### src/design/rcsd_pkg.sv
// ----------------------------------------------------------------------------
// rcsd_pkg - shared constants and types for the serial frame servo decoder
// Frame geometry, channel count, scaling constants and the stage-one record.
// ----------------------------------------------------------------------------
package rcsd_pkg;

    localparam int FRAME_BYTES   = 16;
    localparam int CHANNEL_COUNT = 12;

    // byte counter must be able to hold FRAME_BYTES itself (end of frame)
    localparam int POS_W    = $clog2(FRAME_BYTES + 1);
    localparam int CH_IDX_W = (CHANNEL_COUNT > 1) ? $clog2(CHANNEL_COUNT) : 1;

    localparam int HEADER_BYTES = 2;
    localparam int SERVO_LIMIT  = 5000;
    localparam int CENTRE_10    = 512;
    localparam int CENTRE_11    = 1024;

    // x / 5 == (x * 52429) >> 18 for every x below 2^18
    localparam int RECIP_5     = 52429;
    localparam int RECIP_SHIFT = 18;

    localparam logic MODE_10BIT = 1'b0;
    localparam logic MODE_11BIT = 1'b1;
    localparam logic MODE_RESET = MODE_11BIT;

    localparam int CHAN_W  = 4;
    localparam int POSN_W  = 11;
    localparam int SERVO_W = 14;
    localparam int MAG_W   = 16;

    // decoded word waiting for the scaling stage
    typedef struct packed {
        logic [CHAN_W-1:0] chan;
        logic [POSN_W-1:0] raw_position;
        logic [MAG_W-1:0]  mag;   // |centred * 29 (or 58)|
        logic              neg;
    } t_s1;

endpackage

### src/design/rcsd_byte_if.sv
// ----------------------------------------------------------------------------
// rcsd_byte_if - frame byte channel
// Valid/ready channel carrying one receiver byte and its frame start mark.
// ----------------------------------------------------------------------------
interface rcsd_byte_if;
    logic       valid;
    logic       ready;
    logic [7:0] frame_byte;
    logic       frame_start;

    modport source (output valid, output frame_byte, output frame_start, input ready);
    modport sink   (input valid, input frame_byte, input frame_start, output ready);
endinterface

### src/design/rcsd_servo_if.sv
// ----------------------------------------------------------------------------
// rcsd_servo_if - decoded servo channel
// Valid/ready channel carrying one decoded channel word.
// ----------------------------------------------------------------------------
interface rcsd_servo_if;
    logic               valid;
    logic               ready;
    logic [3:0]         channel;
    logic [10:0]        raw_position;
    logic signed [13:0] servo_value;
    logic               in_range;

    modport source (output valid, output channel, output raw_position,
                    output servo_value, output in_range, input ready);
    modport sink   (input valid, input channel, input raw_position,
                    input servo_value, input in_range, output ready);
endinterface

### src/design/rc_serial_frame_servo_decoder_unit.sv
// ----------------------------------------------------------------------------
// rc_serial_frame_servo_decoder_unit - serial RC frame to servo values
// Decodes channel words of a satellite receiver frame into servo values.
// ----------------------------------------------------------------------------
// Use:
//   i_byte  : one frame byte per word, frame_start marks byte 0 of a frame.
//             Bytes 0 and 1 are header; later pairs are high/low of a word.
//             Bytes past FRAME_BYTES are dropped until the next frame start.
//   o_servo : one word per low byte whose channel is below CHANNEL_COUNT:
//             channel, raw position, servo value and in_range. When the
//             scaled value falls outside +-5000 the last good value of that
//             channel is sent with in_range low.
//   i_cfg_we/i_cfg_wdata : resolution mode, 0 = 10-bit, 1 = 11-bit (reset).
//             Write only while the block is empty.
// Timing: one word accepted per cycle while the output is not stalled; each
//   result passes the word assembler register, then the output register.
// Reset (synchronous, active low): byte counter, pending high byte, both
//   pipeline valids and all per-channel held values go to zero; mode to 1.
// Back-pressure: a stalled output word holds; the assembler register still
//   takes one more word behind it, then i_byte.ready drops.
// ----------------------------------------------------------------------------
module rc_serial_frame_servo_decoder_unit
    import rcsd_pkg::*;
(
    input  logic          i_clk,
    input  logic          i_rst_n,
    rcsd_byte_if.sink     i_byte,
    rcsd_servo_if.source  o_servo,
    input  logic          i_cfg_we,
    input  logic          i_cfg_wdata
);

    logic r_mode;

    logic s1_vld;
    t_s1  s1;
    logic out_free;
    logic adv;

    // held value per channel, cleared by reset
    logic signed [SERVO_W-1:0] r_last [CHANNEL_COUNT];

    logic [31:0]               recip_prod;
    logic [SERVO_W-1:0]        quot;
    logic                      ok;
    logic signed [SERVO_W-1:0] scaled;
    logic signed [SERVO_W-1:0] held;
    logic [CH_IDX_W-1:0]       idx;

    logic                      r_out_vld;
    logic [CHAN_W-1:0]         r_chan;
    logic [POSN_W-1:0]         r_rawp;
    logic signed [SERVO_W-1:0] r_servo;
    logic                      r_ok;

    always_ff @(posedge i_clk) begin
        if (!i_rst_n) begin
            r_mode <= MODE_RESET;
        end else if (i_cfg_we) begin
            r_mode <= i_cfg_wdata;
        end
    end

    rcsd_word_asm u_asm (
        .i_clk    (i_clk),
        .i_rst_n  (i_rst_n),
        .i_byte   (i_byte),
        .i_mode   (r_mode),
        .i_adv    (adv),
        .o_s1_vld (s1_vld),
        .o_s1     (s1)
    );

    assign out_free = !r_out_vld || o_servo.ready;
    assign adv      = s1_vld && out_free;

    // divide magnitude by 5 with a reciprocal multiply; truncates toward zero
    assign recip_prod = {{(32 - MAG_W){1'b0}}, s1.mag} * 32'(RECIP_5);
    assign quot       = recip_prod[RECIP_SHIFT +: SERVO_W];
    assign ok         = quot <= SERVO_W'(SERVO_LIMIT);
    assign scaled     = s1.neg ? -$signed(quot) : $signed(quot);
    assign idx        = s1.chan[CH_IDX_W-1:0];
    assign held       = r_last[idx];

    always_ff @(posedge i_clk) begin
        if (!i_rst_n) begin
            r_out_vld <= 1'b0;
            for (int k = 0; k < CHANNEL_COUNT; k++) begin
                r_last[k] <= '0;
            end
        end else begin
            if (adv) begin
                r_out_vld <= 1'b1;
                if (ok) begin
                    r_last[idx] <= scaled;
                end
            end else if (o_servo.ready) begin
                r_out_vld <= 1'b0;
            end
        end
        if (adv) begin
            r_chan  <= s1.chan;
            r_rawp  <= s1.raw_position;
            r_servo <= ok ? scaled : held;
            r_ok    <= ok;
        end
    end

    assign o_servo.valid        = r_out_vld;
    assign o_servo.channel      = r_chan;
    assign o_servo.raw_position = r_rawp;
    assign o_servo.servo_value  = r_servo;
    assign o_servo.in_range     = r_ok;

endmodule

### src/design/rcsd_word_asm.sv
// ----------------------------------------------------------------------------
// rcsd_word_asm - frame byte counter and word assembler
// Tracks position in the frame, pairs high/low bytes, decodes channel and
// position, centres and scales by 29 or 58, registers the result.
// ----------------------------------------------------------------------------
module rcsd_word_asm
    import rcsd_pkg::*;
(
    input  logic         i_clk,
    input  logic         i_rst_n,
    rcsd_byte_if.sink    i_byte,
    input  logic         i_mode,
    input  logic         i_adv,
    output logic         o_s1_vld,
    output t_s1          o_s1
);

    logic [POS_W-1:0] r_byte_pos, n_byte_pos;
    logic [7:0]       r_pending, n_pending;
    logic             r_vld, n_vld;
    t_s1              r_s1, n_s1;

    logic                    accept;
    logic [POS_W-1:0]        pos;
    logic                    in_frame;
    logic                    is_low;
    logic [CHAN_W-1:0]       chan;
    logic [POSN_W-1:0]       rawp;
    logic signed [11:0]      centred;
    logic signed [16:0]      c_ext;
    logic signed [16:0]      p29;
    logic signed [16:0]      prod;
    logic [16:0]             prod_abs;
    logic                    chan_ok;

    assign i_byte.ready = !r_vld || i_adv;
    assign accept       = i_byte.valid && i_byte.ready;

    assign pos      = i_byte.frame_start ? '0 : r_byte_pos;
    assign in_frame = pos < POS_W'(FRAME_BYTES);
    assign is_low   = in_frame && pos[0] && (pos > POS_W'(HEADER_BYTES));

    always_comb begin
        if (i_mode == MODE_11BIT) begin
            chan    = r_pending[6:3];
            rawp    = {r_pending[2:0], i_byte.frame_byte};
            centred = $signed({1'b0, rawp}) - 12'sd1024;
        end else begin
            chan    = r_pending[5:2];
            rawp    = {1'b0, r_pending[1:0], i_byte.frame_byte};
            centred = $signed({1'b0, rawp}) - 12'sd512;
        end
    end

    // x * 29 = 32x - 2x - x; 10-bit mode doubles it
    assign c_ext    = {{5{centred[11]}}, centred};
    assign p29      = (c_ext <<< 5) - (c_ext <<< 1) - c_ext;
    assign prod     = (i_mode == MODE_11BIT) ? p29 : (p29 <<< 1);
    assign prod_abs = prod[16] ? 17'(-prod) : 17'(prod);
    assign chan_ok  = {1'b0, chan} < (CHAN_W + 1)'(CHANNEL_COUNT);

    always_comb begin
        n_byte_pos = r_byte_pos;
        n_pending  = r_pending;
        n_vld      = r_vld;
        n_s1       = r_s1;
        if (accept) begin
            if (in_frame) begin
                n_byte_pos = pos + POS_W'(1);
            end else begin
                n_byte_pos = pos;
            end
            if (in_frame && !pos[0] && (pos >= POS_W'(HEADER_BYTES))) begin
                n_pending = i_byte.frame_byte;
            end
            n_vld             = is_low && chan_ok;
            n_s1.chan         = chan;
            n_s1.raw_position = rawp;
            n_s1.mag          = prod_abs[MAG_W-1:0];
            n_s1.neg          = prod[16];
        end else if (i_adv) begin
            n_vld = 1'b0;
        end
    end

    always_ff @(posedge i_clk) begin
        if (!i_rst_n) begin
            r_byte_pos <= '0;
            r_pending  <= '0;
            r_vld      <= 1'b0;
        end else begin
            r_byte_pos <= n_byte_pos;
            r_pending  <= n_pending;
            r_vld      <= n_vld;
        end
        r_s1 <= n_s1;
    end

    assign o_s1_vld = r_vld;
    assign o_s1     = r_s1;

endmodule

### src/flat_wrapper.sv
// flat-port wrapper written by rule: the top's interface ports become plain ports
module rc_serial_frame_servo_decoder_unit_flat import rcsd_pkg::*;
  (i_clk, i_rst_n, i_cfg_we, i_cfg_wdata, i_byte_valid, i_byte_frame_byte, i_byte_frame_start, i_byte_ready, o_servo_valid, o_servo_channel, o_servo_raw_position, o_servo_servo_value, o_servo_in_range, o_servo_ready);
  rcsd_byte_if i_byte_i ();
  rcsd_servo_if o_servo_i ();
  input  logic i_clk;
  input  logic i_rst_n;
  input  logic i_cfg_we;
  input  logic i_cfg_wdata;
  input wire logic [$bits(i_byte_i.valid)-1:0] i_byte_valid;
  input wire logic [$bits(i_byte_i.frame_byte)-1:0] i_byte_frame_byte;
  input wire logic [$bits(i_byte_i.frame_start)-1:0] i_byte_frame_start;
  output wire logic [$bits(i_byte_i.ready)-1:0] i_byte_ready;
  output wire logic [$bits(o_servo_i.valid)-1:0] o_servo_valid;
  output wire logic [$bits(o_servo_i.channel)-1:0] o_servo_channel;
  output wire logic [$bits(o_servo_i.raw_position)-1:0] o_servo_raw_position;
  output wire logic [$bits(o_servo_i.servo_value)-1:0] o_servo_servo_value;
  output wire logic [$bits(o_servo_i.in_range)-1:0] o_servo_in_range;
  input wire logic [$bits(o_servo_i.ready)-1:0] o_servo_ready;
  assign i_byte_i.valid = i_byte_valid;
  assign i_byte_i.frame_byte = i_byte_frame_byte;
  assign i_byte_i.frame_start = i_byte_frame_start;
  assign i_byte_ready = i_byte_i.ready;
  assign o_servo_valid = o_servo_i.valid;
  assign o_servo_channel = o_servo_i.channel;
  assign o_servo_raw_position = o_servo_i.raw_position;
  assign o_servo_servo_value = o_servo_i.servo_value;
  assign o_servo_in_range = o_servo_i.in_range;
  assign o_servo_i.ready = o_servo_ready;
  rc_serial_frame_servo_decoder_unit u_core (.i_clk(i_clk), .i_rst_n(i_rst_n), .i_byte(i_byte_i), .o_servo(o_servo_i), .i_cfg_we(i_cfg_we), .i_cfg_wdata(i_cfg_wdata));
endmodule
### config.mk
export PLATFORM = sky130hd
export DESIGN_NAME = rc_serial_frame_servo_decoder_unit_flat
export DESIGN_NICKNAME = d
export VERILOG_FILES = /design/src/design/rcsd_pkg.sv /design/src/design/rcsd_byte_if.sv /design/src/design/rcsd_servo_if.sv /design/src/design/rc_serial_frame_servo_decoder_unit.sv /design/src/design/rcsd_word_asm.sv /design/src/flat_wrapper.sv
export SDC_FILE = /design/constraint.sdc
export NUM_CORES = 1
export LEC_CHECK = 0
export ABC_CLOCK_PERIOD_IN_PS = 13900
export BUFFER_PORTS_ARGS = -buffer_cell sky130_fd_sc_hd__buf_2
export CORE_UTILIZATION = 60
export CTS_CLUSTER_DIAMETER = 100
export DETAILED_ROUTE_END_ITERATION = 16
export GPL_ROUTABILITY_DRIVEN = 0
export MAX_ROUTING_LAYER = met4
export PLACE_DENSITY = 0.77
export SYNTH_ARGS = -nofsm -noshare
export SYNTH_HDL_FRONTEND = slang
export SYNTH_SLANG_ARGS = --single-unit
### constraint.sdc
create_clock -name i_clk -period 13.9 [get_ports i_clk]
set_input_delay 3.475 -clock i_clk [delete_from_list [all_inputs] [get_ports i_clk]]
set_output_delay 3.475 -clock i_clk [all_outputs]
set_load 0.03 [all_outputs]
# Word-level counts from Yosys, hierarchy flattened
# Memory sizes are Yosys's and may differ from the RTL's. A register that Yosys moved wholly into a read port is not among the register bits.
# Index checks and enable logic that the tools add are counted.
op_classes:
  add_sub_neg: 7
  mul: 1
  n_lt_le_gt_ge: 5
  mux: 21
  reduce_logical: 16
ops:
  columns: ["cell", "n"]
  rows:
  - ["14-bit two-way mux", 3]
  - ["16-bit by 16-bit multiplier with 32-bit output (second input constant)", 1]
  - ["17-bit two-way mux", 1]
  - ["17-bit by 12-bit subtractor with 17-bit output", 1]
  - ["17-bit by 13-bit subtractor with 17-bit output", 1]
  - ["16-bit two-way mux", 1]
  - ["16-bit negation", 1]
  - ["14-bit by 13-bit <= comparator with 1-bit output (second input constant)", 1]
  - ["14-bit negation", 1]
  - ["14-bit OR reduction", 1]
  - ["12-bit two-way mux", 1]
  - ["4-bit two-way mux", 3]
  - ["11-bit by 11-bit subtractor with 12-bit output (second input constant)", 1]
  - ["10-bit by 10-bit subtractor with 11-bit output (second input constant)", 1]
  - ["1-bit two-way mux", 10]
  - ["5-bit two-way mux", 2]
  - ["1-bit logical AND", 7]
  - ["5-bit by 1-bit adder with 5-bit output (second input constant)", 1]
  - ["5-bit by 2-bit >= comparator with 1-bit output (second input constant)", 1]
  - ["5-bit by 2-bit greater-than comparator with 1-bit output (second input constant)", 1]
  - ["5-bit less-than comparator (second input constant)", 1]
  - ["4-bit less-than comparator (second input constant)", 1]
  - ["2-bit nonzero test", 2]
  - ["1-bit zero test", 3]
  - ["other kinds (2)", 3]
totals:
  ff_bits: 77
  ramBits: 168
  input_bits: 15
  out_inout_bits: 32
  wordCells: 65
  mem_count: 1
memory_table:
  columns: ["name", "depth", "width", "read_ports", "rd_ports_with_merged_regs", "wr", "line_no", "rtl"]
  rows:
  - ["u_core.r_last", 12, 14, 1, 1, 12, "rc_serial_frame_servo_decoder_unit.sv:41", "logic signed [SERVO_W-1:0] r_last [CHANNEL_COUNT];"]

# Depth between registers and ports, before layout
# Gate-level depths: netlist of run 1.
depth:
  depth_word: 8
  mapped_depth: 30
  depth_no_buf: 27

# Hierarchy
# Synthesis of run 1 repeated with hierarchy kept, for this count alone.
hier_totals:
  cells_unflattened: 1610
  hier_area_um2: 19632.6
modules_own_cells:
  columns: ["mod", "instances", "cells_each", "area_each_um2", "seq_area_each_um2"]
  rows:
  - ["rc_serial_frame_servo_decoder_unit", 1, 1228, 16135.5, 7667.4]
  - ["rcsd_word_asm", 1, 382, 3497.1, 1221.2]

# Worst setup path after synthesis of run 1
# Ideal clock, no wire load.
synth_timing:
  kind: "register -> register"
  startpoint: "register u_core.u_asm.r_s1 (netlist bit u_core.u_asm.o_s1[12])"
  endpoint: "memory u_core.r_last[0][0], enable pin"
  setup_ns: 0.426
  arrival_time_ns: 7.946
  t_required_ns: 13.474
  setup_slack_ns: 5.528
  stages_incl_launch_ff: 29
  n_path_buf: 2
  synth_period_minus_slack_ns: 8.372
  cell_sequence: "edfxtp_1 ha_1 ha_1 inv_1 fa_1 inv_1 fa_1 fa_1 inv_1 fa_1 inv_1 ha_1 clkbuf_1 nand3_1 nor3_1 a211oi_1 o21bai_1 xnor2_1 ha_1 inv_1 a2111oi_0 o21ai_0 a32oi_1 and4b_1 o41ai_1 a21oi_1 nand2_1 clkbuf_1 o41ai_1"
synth_lines:
  columns: ["item", "line_no", "rtl"]
  rows:
  - ["from (decl)", "rcsd_word_asm.sv:21", "t_s1 r_s1, n_s1;"]
  - ["from (signal assigned)", "rcsd_word_asm.sv:96", "r_s1 <= n_s1;"]
  - ["to (decl)", "rc_serial_frame_servo_decoder_unit.sv:41", null]

==> flow_summary.json, run 1 <==
{
  "synth_cell_types": 77,
  "rsz0062_at_grt": "false",
  "ys_seq_area_frac": 0.466,
  "post_dp_cell_area_mm2": 0.0199,
  "synth_edf_count": 286,
  "portBuffers": 46,
  "dpl.hpwl_um": 31600,
  "met2_length_um": 21700,
  "track_usage": 0.284,
  "met1_length_um": 17900,
  "required_ps": 14060,
  "clock_skew_ps": 25.7,
  "grt_pass1_vias": 12791,
  "arrival_ps": 9410,
  "fill_cells": 2277,
  "worstSetupPathType": "reg2reg",
  "hp-class": "reg2reg",
  "maxUsedRoutingLayer": "met4",
  "cts_buffers": 31,
  "grt-ovfl-total": 0,
  "finalHoldViolations": 0,
  "viasPerCell": 6.24,
  "startpoint_type": "flip-flop",
  "pin_count": 47,
  "crit_fanout": 39,
  "num_vias": 12756,
  "syn_inst": 1594,
  "cp-end-kind": "flip-flop",
  "ys_warn_count": 0,
  "cts-root-buf": "clkbuf_16",
  "drtIter0Drc": 1122,
  "rows": 65,
  "die_h_um": 181,
  "syn_area_per_cell_um2": 12.1,
  "worstMarginPinSlew_ps": 1300,
  "die_area_mm2": 0.0328,
  "setup_tns_ps": 0,
  "fin_area_mm2": 0.0209,
  "period_share": 0.665,
  "clock_sinks": 305,
  "slowest_delay_ps": 1180,
  "postCtsSetupRepairBufs": 0,
  "insertion_delay_ps": 570,
  "ctsHoldBuffers": 0,
  "start_util": 0.609,
  "holdPathStages": 0,
  "grt_pass1_wl_um": 69400,
  "reg2reg_to": "u_core.r_last[14][11]$_DFFE_PP_",
  "outcome": "completed",
  "holdPathEnd": "u_core.o_servo.raw_position[8]$_DFFE_PP_",
  "path_clk_slew_ps": 60,
  "report.final.slew_viol_count": 0,
  "slew_headroom": 0.129,
  "ys.flop_type": "edfxtp_1",
  "clock_path_buffers": 3,
  "setup_viol": 0,
  "synthArstFlopShare": 0,
  "drc": 0,
  "min_from": "u_core.u_asm.o_s1[25]$_DFFE_PP_",
  "cts_resized": 0,
  "fmax_mhz": 108,
  "htreeDepth": 1,
  "synth_top_area_frac": 0.447,
  "core_area_mm2": 0.0316,
  "maxCapViolations": 0,
  "worstReg2RegStart": "u_core.u_asm.o_s1[11]$_DFFE_PP_",
  "diodes": 0,
  "synth_common_cells": "edfxtp_1, nor2_1, inv_1",
  "syn_area_mm2": 0.0192,
  "netlist_top_cells_area": "edfxtp_1, ha_1, fa_1",
  "timing.final.crit_period_ps": 9250,
  "r2r_slack_ps": 4650,
  "reg2reg_depth": 28,
  "grt_max_degree": 57,
  "ys_seq_elements": 305,
  "post_drt_wl_per_cell_um": 21.6,
  "wl_met3_um": 3410,
  "synth.most_common_cell": "edfxtp_1",
  "cp_common_cell": "inv_1",
  "ant_nets": 0,
  "cts_tree": "built",
  "cp_slowest_cell": "nor3_2",
  "die_w_um": 181,
  "grt_antenna_before_repair": 0,
  "first_pass_iters": 7,
  "area_growth_pct": 8.46,
  "synth_nets": 1846,
  "drive_above_1_share": 0.130,
  "fin_nets": 1872,
  "wirelength_um": 44100,
  "synth_top_area_cell": "edfxtp_1"
}
placed cells by master (no fill, tap or decap), drive strengths merged, types with 6 or more instances in the layout:
cell type / synthesis / final
nand2: 73 / 73
mux4: 70 / 70
o31ai: 13 / 13
a31oi: 9 / 9
ha: 152 / 152
nand2b: 9 / 9
and3b: 7 / 7
nor2b: 14 / 14
clkinv: 2 / 14
fa: 85 / 85
o41ai: 7 / 7
and2: 9 / 9
and3: 17 / 17
o21a: 6 / 6
xor2: 19 / 19
mux2: 6 / 6
o21ai: 51 / 51
clkbuf: 64 / 39
a211oi: 7 / 7
nand4: 9 / 9
xnor2: 31 / 31
edfxtp: 286 / 286
nand3: 22 / 22
buf: 9 / 66
or3: 11 / 11
or4: 7 / 7
or2: 6 / 6
dfxtp: 19 / 19
inv: 201 / 203
o211ai: 8 / 8
mux2i: 13 / 13
a21o: 16 / 16
a21oi: 52 / 52
a211o: 6 / 6
nor3: 16 / 16
nor2: 202 / 202
sequential cells by signal, indices dropped and copies added, names as in the netlist, named ones only:
signal / count
u_core.r_last: 224
u_core.u_asm.o_s1: 32
u_core.o_servo.servo_value: 14
u_core.o_servo.raw_position: 11
u_core.u_asm.r_pending: 7
u_core.u_asm.r_byte_pos: 5
u_core.o_servo.channel: 4
u_core.o_servo.in_range: 1
u_core.o_servo.valid: 1
u_core.r_mode: 1
u_core.u_asm.o_s1_vld: 1
per-layer routing:
metal,track usage,up-vias
met5,-,-
met2,0.466,616
met1,0.376,6291
li1,-,5759
met4,0.0793,0
met3,0.0361,90
worst max-delay path by stage:
stage | from | to | slack [ps] | cells after the start
6_report | u_core.u_asm.o_s1[11]$_DFFE_PP_ | u_core.r_last[14][11]$_DFFE_PP_ | 4650 | 28
5_1_grt | u_core.u_asm.o_s1[11]$_DFFE_PP_ | u_core.r_last[15][11]$_DFFE_PP_ | 4170 | 28
2_1_floorplan | u_core.u_asm.o_s1[12]$_DFFE_PP_ | u_core.r_last[0][0]$_SDFFCE_PN0P_ | 5530 | 28
4_1_cts | u_core.u_asm.o_s1[12]$_DFFE_PP_ | u_core.r_last[14][11]$_DFFE_PP_ | 4770 | 27
3_5_place_dp | u_core.u_asm.o_s1[12]$_DFFE_PP_ | u_core.r_last[14][5]$_DFFE_PP_ | 4760 | 27
3_3_place_gp | u_core.u_asm.o_s1[12]$_DFFE_PP_ | u_core.r_last[15][2]$_DFFE_PP_ | 5200 | 27
cells by family after synthesis:
logic type	share of synthesized area
AOI/OAI and AO/OA	0.0772
xor gates and xnor gates	0.0228
adders and majority gates	0.187
buffers and inverters	0.0541
DFF	0.466
muxes	0.0925
and+or+nand+nor	0.0998
area by class of cell:
cell class	instances	area [um2]	area share
Tap cell	402	503	0.0241
Inverter	203	762	0.0365
Sequential cell	305	8980	0.430
Timing Repair Buffer	66	380	0.0182
Multi-Input combinational cell	1013	9300	0.446
Clock buffer	39	806	0.0386
Clock inverter	17	126	0.00606
through the flow:
stage / std cells / hold slack, ps / util / worst slack [ps]
detailed placement: 1989 / 409 / 0.631 / 4760
floorplan: 1594 / 400 / - / 5530
CTS: 2045 / 419 / 0.661 / 4770
global route: 2045 / 426 / 0.661 / 4170
global placement: 1989 / 403 / 0.631 / 5200
finish: 2045 / 417 / 0.661 / 4650
worst max-delay path, delay by kind of cell, from the launching register on:
kind | cells | cell delay, ps
compound gates | 7 | 1570
fa+ha+maj | 8 | 3260
xor+xnor | 1 | 300
flops | 1 | 480
buf+inv | 7 | 830
simple gates | 5 | 2370
Power of run 1 is not shown: default switching activity piles up to over one toggle a cycle in this logic, so the estimate is an artifact.
==> run 2: changes to the inputs <==
ABC_CLOCK_PERIOD_IN_PS = 7800   (was 13900)
CORE_UTILIZATION = 58   (was 60)
PLACE_DENSITY = 0.78   (was 0.77)
clock period = 7.8 ns   (was 13.9 ns; I/O delays follow)
==> flow_summary.json, run 2 (same netlist as run 1, synthesis figures left out) <==
{
  "fmax_mhz": 132,
  "die_w_um": 184,
  "insertion_delay_ps": 580,
  "setup_viol": 0,
  "grt_pass1_wl_um": 71100,
  "fin_nets": 1932,
  "ff_latch_area_mm2": 0.00897,
  "cp_slowest_cell": "fa_1",
  "worstMarginPinSlew_ps": 1010,
  "largest-register": "u_core.r_last",
  "outcome": "completed",
  "startpoint_type": "flip-flop",
  "htreeDepth": 1,
  "postLayoutCoreUtil": 0.659,
  "hp-class": "reg2reg",
  "clock_path_buffers": 3,
  "pin_count": 47,
  "largest_register_ffs": 224,
  "maxCapViolations": 0,
  "grt_antenna_before_repair": 2,
  "slew_headroom": 0.323,
  "first_pass_iters": 5,
  "crit_fanout": 15,
  "fill_cells": 2314,
  "drive_above_1_share": 0.167,
  "placedCellCount": 2073,
  "clock_sinks": 305,
  "wirelength_um": 45500,
  "cp-end-kind": "flip-flop",
  "worstSetupPathType": "reg2reg",
  "clock_skew_ps": 28.1,
  "final_common_cell": "edfxtp_1",
  "die_area_mm2": 0.0339,
  "drc": 0,
  "grt_pass1_vias": 12919,
  "fin_area_mm2": 0.0215,
  "post_dp_cell_area_mm2": 0.0203,
  "core_area_mm2": 0.0326,
  "cts_tree": "built",
  "arrival_ps": 7830,
  "layout_common_cells": "edfxtp_1, nor2_1, inv_1",
  "grt-ovfl-total": 0,
  "dpl.hpwl_um": 33200,
  "rows": 66,
  "timing.final.crit_period_ps": 7550,
  "cp_top_family": "adder cells",
  "ctsHoldBuffers": 0,
  "path_clk_slew_ps": 60,
  "portBuffers": 46,
  "track_usage": 0.283,
  "slowest_delay_ps": 550,
  "cts-root-buf": "clkbuf_16",
  "multiInputGateArea_mm2": 0.00936,
  "required_ps": 8080,
  "start_util": 0.590,
  "num_vias": 13064,
  "layout.cells.non_filler": 2148,
  "post_drt_wl_per_cell_um": 21.2,
  "ant_nets": 0,
  "drtIter0Drc": 1534,
  "die_h_um": 184,
  "period_share": 0.968,
  "grt_max_degree": 57,
  "finalHoldViolations": 0,
  "area_growth_pct": 11.7,
  "report.final.slew_viol_count": 0,
  "cts_buffers": 30,
  "crit_buf_inv": 8,
  "viasPerCell": 6.08
}
[run 2: changes by cell type in the layout (fill, tap and decap cells not counted), sizes merged]
cell and delta:
clkinv +2, clkbuf -2, bufinv +1, buf +61, inv -1, diode +2
[run 2: final cells by class]
| cell class | count | share of cell area |
|---|---|---|
| flip-flops and latches | 305 | 0.418 |
| well taps | 442 | 0.0257 |
| multi-input cells | 1013 | 0.436 |
| clock inverters | 19 | 0.00844 |
| diodes | 2 | 0.000233 |
| clock buffers | 37 | 0.0366 |
| repair buffers | 127 | 0.0401 |
| inverters | 203 | 0.0355 |
[run 2: per-layer routing]
metal  track usage  wire, um  vias up
met5             -         0        -
met4        0.0957      1690        0
met3        0.0350      3560      135
met2         0.465     22300      660
met1         0.365     18000     6377
li1              -         -     5892
[run 2: through the flow]
stage	hold slack, ps	TNS [ps]	setup slack, ps
CTS	419	0	137
finish	420	0	249
floorplan	400	-10360	-361
global route	422	-75.6	-6.76
detailed placement	405	-1220	-46.6
global placement	403	0	142
[run 2: path summary, 6_finish.rpt]
check / from / end / slack [ps] / cells past startpoint
worst min-delay path: u_core.u_asm.o_s1[27]$_SDFFCE_PN0P_ / u_core.o_servo.raw_position[10]$_DFFE_PP_ / 420 / 0
worst max-delay path: u_core.u_asm.o_s1[5]$_DFFE_PP_ / u_core.r_last[3][0]$_SDFFCE_PN0P_ / 250 / 26
worst max register to register: u_core.u_asm.o_s1[5]$_DFFE_PP_ / u_core.r_last[3][0]$_SDFFCE_PN0P_ / 250 / 26
worst min register to register: u_core.u_asm.o_s1[27]$_SDFFCE_PN0P_ / u_core.o_servo.raw_position[10]$_DFFE_PP_ / 420 / 0
[run 2: repair_timing]
item	4_1_cts	5_1_grt
pin swaps	1	3
setup endpoints to repair	28	365
gates cloned	0	1
buffers inserted	2	14
gates resized for setup	0	14
Power of run 2 is left out for the same reason.
